==> src/tmtw_pkg.sv <==
package tmtw_pkg;

   // fixed field widths
   localparam int ACT_W     = 2;
   localparam int CHAR_W    = 8;
   localparam int IDX_W     = 11;
   localparam int ROW_OUT_W = 5;
   localparam int COL_OUT_W = 7;
   localparam int POS_OUT_W = 11;
   localparam int CELL_W    = 16;
   localparam int REQ_W     = 24;
   localparam int RSP_W     = 40;

   // actions
   localparam logic [ACT_W-1:0] ACT_PUT   = 2'd0;
   localparam logic [ACT_W-1:0] ACT_BS    = 2'd1;
   localparam logic [ACT_W-1:0] ACT_CLEAR = 2'd2;
   localparam logic [ACT_W-1:0] ACT_READ  = 2'd3;

   localparam logic [CHAR_W-1:0] CH_LF    = 8'h0A;
   localparam logic [CHAR_W-1:0] CH_CR    = 8'h0D;
   localparam logic [CHAR_W-1:0] CH_SPACE = 8'h20;
   localparam logic [CHAR_W-1:0] ATTR_RST = 8'h07;

   // datapath operations
   localparam logic [3:0] OP_NONE   = 4'd0;
   localparam logic [3:0] OP_LOAD   = 4'd1;
   localparam logic [3:0] OP_PUT    = 4'd2;
   localparam logic [3:0] OP_LF     = 4'd3;
   localparam logic [3:0] OP_CR     = 4'd4;
   localparam logic [3:0] OP_BS     = 4'd5;
   localparam logic [3:0] OP_RD     = 4'd6;
   localparam logic [3:0] OP_CLR    = 4'd7;
   localparam logic [3:0] OP_COPY   = 4'd8;
   localparam logic [3:0] OP_FILL   = 4'd9;
   localparam logic [3:0] OP_RESULT = 4'd10;

   typedef struct packed {
      logic [3:0] op;
      logic       fill_init;   // fill with the reset cell instead of a blank
   } cmd_type;

   typedef struct packed {
      logic [ACT_W-1:0] action;
      logic             is_lf;
      logic             is_cr;
      logic             at_origin;
      logic             need_scroll;
      logic             copy_last;
      logic             fill_last;
      logic             rsp_busy;
   } sts_type;

endpackage

==> src/tmtw_ctrl.sv <==
module tmtw_ctrl
   import tmtw_pkg::*;
(
   input  logic    clock,
   input  logic    reset,
   input  logic    req_tvalid,
   output logic    req_tready,
   input  sts_type sts,
   output cmd_type cmd
);

   localparam logic [2:0] S_INIT = 3'd0;
   localparam logic [2:0] S_IDLE = 3'd1;
   localparam logic [2:0] S_EXEC = 3'd2;
   localparam logic [2:0] S_COPY = 3'd3;
   localparam logic [2:0] S_FILL = 3'd4;
   localparam logic [2:0] S_DONE = 3'd5;

   logic [2:0] state_ff, state_in;

   always_comb begin
      state_in      = state_ff;
      cmd.op        = OP_NONE;
      cmd.fill_init = 1'b0;
      req_tready    = 1'b0;
      case (state_ff)
         S_INIT: begin
            cmd.op        = OP_FILL;
            cmd.fill_init = 1'b1;
            if (sts.fill_last) state_in = S_IDLE;
         end
         S_IDLE: begin
            req_tready = 1'b1;
            if (req_tvalid) begin
               cmd.op   = OP_LOAD;
               state_in = S_EXEC;
            end
         end
         S_EXEC: begin
            state_in = S_DONE;
            case (sts.action)
               ACT_PUT: begin
                  if (sts.is_lf)      cmd.op = OP_LF;
                  else if (sts.is_cr) cmd.op = OP_CR;
                  else                cmd.op = OP_PUT;
                  if (sts.need_scroll) state_in = S_COPY;
               end
               ACT_BS: begin
                  if (!sts.at_origin) cmd.op = OP_BS;
               end
               ACT_CLEAR: begin
                  cmd.op   = OP_CLR;
                  state_in = S_FILL;
               end
               ACT_READ: cmd.op = OP_RD;
               default: cmd.op = OP_NONE;
            endcase
         end
         S_COPY: begin
            cmd.op = OP_COPY;
            if (sts.copy_last) state_in = S_FILL;
         end
         S_FILL: begin
            cmd.op = OP_FILL;
            if (sts.fill_last) state_in = S_DONE;
         end
         S_DONE: begin
            if (!sts.rsp_busy) begin
               cmd.op   = OP_RESULT;
               state_in = S_IDLE;
            end
         end
         default: state_in = S_INIT;
      endcase
   end

   always_ff @(posedge clock) begin
      if (reset) begin
         state_ff <= S_INIT;
      end else begin
         state_ff <= state_in;
      end
   end

endmodule

==> config.mk <==
export PLATFORM = sky130hd
export DESIGN_NAME = tmtw_ctrl
export DESIGN_NICKNAME = d
export VERILOG_FILES = /design/src/tmtw_pkg.sv /design/src/tmtw_ctrl.sv
export SDC_FILE = /design/constraint.sdc
export NUM_CORES = 1
export LEC_CHECK = 0
export ABC_AREA = 0
export CAP_MARGIN = 20
export CORE_AREA = 2 2 39 41
export CTS_CLUSTER_DIAMETER = 100
export DETAILED_ROUTE_END_ITERATION = 8
export DIE_AREA = 0 0 41 43
export DONT_BUFFER_PORTS = 1
export PLACE_DENSITY_LB_ADDON = 0.08
export SETUP_SLACK_MARGIN = 0.1
export SLEW_MARGIN = 30
export SYNTH_ARGS = -nofsm -noshare
export SYNTH_HDL_FRONTEND = slang
export SYNTH_SLANG_ARGS = --single-unit
==> constraint.sdc <==
create_clock -name clock -period 2.89 [get_ports clock]
set_input_delay 0 -clock clock [delete_from_list [all_inputs] [get_ports clock]]
set_output_delay 0 -clock clock [all_outputs]
set_load 0.02 [all_outputs]
==> flow_summary.toml, run 1 <==
[outcome]
outcome = "complete, no violations"

[drt]
via_per_inst = 5.438
drt_wl_total_um = 926
post_drt_wl_per_cell_um = 14.47
first_pass_iters = 2
drt-initial-drc-count = 2
drc_errors = 0
vias = 348
ant_nets = 0

[yosys]
synth_seq_cells = 3
synth_nets = 57
avgSynthCellArea_sq_um = 7.757
syn_inst = 45
synth.distinct_cells = 28
yosysSeqAreaShare_pct = 17.20
netlist_area_sq_um = 349.1
ys_warn_count = 0

[cells_and_area]
largest_register_ff_count = 3
num_antenna_cells = 0
top_regs = "state_ff: 3 flops"
area_growth_pct = 12.19
largest-register = "state_ff"
final_nets = 61
final_util_pct = 28.30
drive_gt1_share_pct = 18.75

[sta]
skew_ps = 1.567
finalSetupViolCount = 0
slew_headroom_pct = 56.42
tightest_slew_ps = 646.9
hold_viol_final = 0
min_period_ps = 2070
fmax_mhz = 483.1
slew_violations = 0
tns_ps = 0
period_share_pct = 71.63
grt_setup_unrepaired = "false"

[die]
initial_core_util_pct = 25.23
die_h_um = 43
fp.dieArea_sq_mm = 0.001763
num_rows = 14
io-pin-count = 18
core_sq_mm = 0.001384
die_x_um = 41

[grt]
overflow = 0
grt_pass1_vias = 336
grt.total_usage_pct = 12.05
antenna_found_initial = 0
grt_pass1_wl_um = 1455
grt_max_degree = 13

[setup_path]
cp_max_fo = 12
required_ps = 3060
reg2regPathDepth = 5
crit_path_end_kind = "flop"
critPathArrivalTime_ps = 2240
critPathLaunchType = "flop"
critPathKind = "reg -> reg"

[placed_design]
place.detailed.hpwl_um = 707.4
gp_congestion = 0.7036
io_buffers = 0

[power]
finalPower_mw = 0.3345
p_leak_nw = 0.1374
vdd_drop_max_mv = 0.3581
power_density_mw_per_mm2 = 854.1

[cts]
h-tree-depth = 1
cts-root-buf = "clkbuf_4"
cts_tree = "built"
ctsResizeCount = 0
numCtsBuffers = 3
cts.hold.buffers_added = 2
clock_latency_ps = 230
postCtsSetupBuffers = 0
cts.sinks = 3
cts_buffer_depth = 2
clk_pin_slew_ps = 40

[worst_hold_path]
hp-class = "in -> reg"
min_delay_path_depth = 4

[job]
maxCapViolations = 0
-- cells by family (layout without fill, tap and decap cells) --
| logic type | after synthesis | count (layout) | synth area share (%) |
|---|---|---|---|
| multiplexers | 1 | 1 | 3.226 |
| buffers and inverters | 5 | 8 | 8.961 |
| flip-flops | 3 | 3 | 17.20 |
| AO/OA/AOI/OAI | 17 | 17 | 37.28 |
| AND/OR/NAND/NOR | 19 | 19 | 33.33 |
-- cells in the final DEF, fill, tap and decap left out --
cell	netlist	layout
a21oi_1	5	5
a221oi_2	1	1
a22oi_1	1	1
a32oi_1	1	1
and3_1	1	1
clkbuf_1	0	1
clkbuf_4	0	3
dfxtp_1	3	3
dlygate4sd3_1	0	2
inv_1	2	2
mux2_2	1	1
nand2_1	1	1
nand2b_1	2	2
nand2b_2	1	1
nand3_1	1	1
nand3b_1	2	2
nand4b_1	1	1
nor2_1	5	5
nor2b_1	1	1
nor3_1	2	2
nor4b_2	1	1
o211a_1	1	1
o211ai_1	1	1
o21ai_0	4	4
o21ai_2	1	1
o22ai_1	1	1
o311a_4	1	1
or3_1	1	1
-- layout make-up --
cell class / instances / area (sq um)
clock buffer: 4 / 26.28
inverter: 2 / 7.507
fill: 156 / 992.2
tap: 16 / 20.02
timing repair buffer: 2 / 20.02
multi-input combinational: 37 / 257.7
sequential: 3 / 60.06
-- through the flow --
stage / setup WS [ps] / hold slack (ps) / std cells / cell area (sq um)
2_1_floorplan: 1692 / 66.25 / 45 / 349.1
3_3_place_gp: 1327 / 72.12 / 58 / 345.3
3_5_place_dp: 1341 / 72.58 / 58 / 345.3
4_1_cts: 802.5 / 83.56 / 64 / 391.6
5_1_grt: 669.9 / 106.4 / 64 / 391.6
6_report: 820.0 / 87.40 / 64 / 391.6
-- metal layers --
metal / GRT usage (%) / part of all wire (%) / vias to the layer above
met2: 16.25 / 45 / 14
met5: 0 / 0 / -
met4: 8.000 / 0 / 0
li1: - / - / 177
met3: 2.618 / 12 / 0
met1: 16.40 / 43 / 157
-- cells in the mapped netlist, drive strengths merged --
cell	instances	area, sq um
a21oi	5	25.02
a221oi	1	15.01
a22oi	1	7.510
a32oi	1	8.760
and3	1	6.260
buf	3	23.77
dfxtp	3	60.06
inv	2	7.510
mux2	1	11.26
nand2	1	3.750
nand2b	3	21.27
nand3	1	5.000
nand3b	2	15.01
nand4b	1	8.760
nor2	5	18.77
nor2b	1	6.260
nor3	2	10.01
nor4b	1	15.01
o211a	1	10.01
o211ai	1	7.510
o21ai	5	28.78
o22ai	1	6.260
o311a	1	21.27
or3	1	6.260
-- worst max-delay path: stages (launching register included) --
cell and delay (ps):
dfxtp_1 550, nand2b_2 180, nor2_1 390, a21oi_1 100, a221oi_2 220, dlygate4sd3_1 570
-- worst paths after layout --
kind / to / startpoint / slack (ps)
worst max-delay path: state_ff[1]$_SDFFE_PP0P_ / state_ff[0]$_SDFFE_PP0P_ / 820
worst min-delay path: state_ff[0]$_SDFFE_PP0P_ / sts[0] / 90
worst max register to register: state_ff[1]$_SDFFE_PP0P_ / state_ff[0]$_SDFFE_PP0P_ / 820
worst min register to register: state_ff[2]$_SDFFE_PP0P_ / state_ff[2]$_SDFFE_PP0P_ / 640
-- report_power, final --
part | internal [mW] | total, mW | leakage (nW) | switching [mW]
registers | 0.0536 | 0.0888 | 0.0247 | 0.0352
clock network | 0.0517 | 0.0726 | 0.0150 | 0.0209
logic | 0.0659 | 0.173 | 0.0977 | 0.107
total | 0.171 | 0.335 | 0.137 | 0.163
Note: power is estimated with default switching activity, not from simulation.
==> run 2, diff against run 1 <==
==> constraint.sdc (replaced) <==
create_clock -name clock -period 2.2 [get_ports clock]
set_input_delay 0 -clock clock [delete_from_list [all_inputs] [get_ports clock]]
set_output_delay 0 -clock clock [all_outputs]
set_load 0.02 [all_outputs]
==> run 2 against run 1 <==
Compared with the run above: sequential power increased by 33%; sequential share of layout area increased by 0.099 points; fmax rose by 29%; largest power group unchanged; largest cell class unchanged; global-route usage fell by 0.73 points; first-iteration DRC count increased by 100%; die area is the same.
==> flow_summary.toml, run 2 (synthesis results as in run 1) <==
[grt]
grt_pass1_wl_um = 1345
grt_pass1_vias = 320
antenna_found_initial = 0
grt.total_usage_pct = 11.32
grt_max_degree = 13
overflow = 0

[die]
core_sq_mm = 0.001384
initial_core_util_pct = 25.23
io-pin-count = 18
fp.dieArea_sq_mm = 0.001763
die_h_um = 43
num_rows = 14
die_x_um = 41

[setup_path]
rr_endpoint = "state_ff[0]$_SDFFE_PP0P_"
reg2regPathDepth = 4
crit_path_end_kind = "flop"
critPathKind = "reg -> reg"
critPathLaunchType = "flop"
cp_max_fo = 12
reg2reg_from = "state_ff[1]$_SDFFE_PP0P_"
required_ps = 2320
critPathArrivalTime_ps = 1720
rrSetupSlack_ps = 600

[cells_and_area]
area_growth_pct = 11.47
final_nets = 61
mostFrequentLayoutCells = "5 x a21oi_1, 5 x nor2_1, 4 x o21ai_0"
top_regs = "state_ff: 3 flops"
largest-register = "state_ff"
num_antenna_cells = 0
drive_gt1_share_pct = 20.83
final_cell_count_no_fill = 64
final_util_pct = 28.12
largest_register_ff_count = 3

[sta]
grt_setup_unrepaired = "false"
tightest_slew_ps = 643.9
fmax_mhz = 624.8
slew_headroom_pct = 56.74
min_period_ps = 1601
tns_ps = 0
skew_ps = 1.747
slew_violations = 0
hold_viol_final = 0
period_share_pct = 72.75
finalSetupViolCount = 0

[worst_hold_path]
min_delay_path_depth = 2
hp-class = "in -> reg"
min_from = "req_tvalid"
min_to = "state_ff[1]$_SDFFE_PP0P_"

[drt]
ant_nets = 0
wl_met1_um = 364
wl_met3_um = 121
first_pass_iters = 4
top_layer_used = "met3"
post_drt_wl_per_cell_um = 14.34
drc_errors = 0
drt-initial-drc-count = 4
via_per_inst = 5.766
drt_wl_total_um = 918
wl_met2_um = 433
vias = 369

[placed_design]
io_buffers = 0
gp_congestion = 0.7778
dpl.cell_count = 59
place.detailed.hpwl_um = 707.6

[cts]
cts-root-buf = "clkbuf_4"
cts_tree = "built"
h-tree-depth = 1
cts_buffer_depth = 2
cts.sinks = 3
postCtsSetupBuffers = 0
numCtsBuffers = 3
clock_latency_ps = 230
clk_pin_slew_ps = 30

[outcome]
outcome = "complete, no violations"

[power]
p_leak_nw = 0.1365
vdd_drop_max_mv = 0.4659
power_density_mw_per_mm2 = 1146

[job]
maxCapViolations = 0
## run 2: changes by cell type in the layout (fill, tap and decap cells not counted)
| cell | change |
|---|---|
| dlygate4sd3_1 | -1 |
| buf_4 | +1 |
## run 2: layout make-up
type | count | area, sq um
fill | 160 | 994.7
tap | 16 | 20.02
inverter | 2 | 7.507
sequential | 3 | 60.06
timing repair buffer | 2 | 17.52
multi-input combinational | 37 | 257.7
clock buffer | 4 | 26.28
## run 2: through the flow
stage / instance area (sq um) / hold WS, ps / setup WS, ps / power [mW]
3_5_place_dp: 352.8 / 72.90 / 637.7 / 0.3498
4_1_cts: 389.1 / 14.50 / 624.0 / 0.4531
2_1_floorplan: 349.1 / 66.25 / 1002 / 0.3217
5_1_grt: 389.1 / 27.82 / 540.5 / 0.4750
3_3_place_gp: 352.8 / 72.65 / 692.0 / 0.3465
6_report: 389.1 / 21.90 / 599.5 / 0.4459
## run 2: metal layers
layer | vias up | track usage, %
met2 | 21 | 15.63
met3 | 0 | 2.618
met5 | - | 0
met1 | 173 | 14.70
li1 | 175 | -
met4 | 0 | 8.000
## run 2: worst max-delay path by stage
stage                                     endpoint  cells past startpoint                startpoint
final                     state_ff[0]$_SDFFE_PP0P_                      4  state_ff[1]$_SDFFE_PP0P_
after global routing      state_ff[0]$_SDFFE_PP0P_                      4  state_ff[1]$_SDFFE_PP0P_
after CTS                                   cmd[4]                      3  state_ff[1]$_SDFFE_PP0P_
after detailed placement  state_ff[0]$_SDFFE_PP0P_                      4  state_ff[1]$_SDFFE_PP0P_
after global placement    state_ff[0]$_SDFFE_PP0P_                      4  state_ff[1]$_SDFFE_PP0P_
after floorplan           state_ff[1]$_SDFFE_PP0P_                      4  state_ff[2]$_SDFFE_PP0P_
## run 2: power by group
part / leakage, nW / switching, mW / internal [mW]
clock network: 0.0150 / 0.0271 / 0.0679
logic: 0.0967 / 0.145 / 0.0881
registers: 0.0247 / 0.0474 / 0.0704
## run 2: timing repair
action,4_1_cts,5_1_grt
gates resized for setup,0,0
endpoints found under the hold margin,3,0
hold buffers,1,0
## run 2: worst max-delay path, stage by stage (launching register included)
cell and delay [ps]:
dfxtp_1 530, inv_1 230, o311a_4 440, a32oi_1 230
nor2_1 50
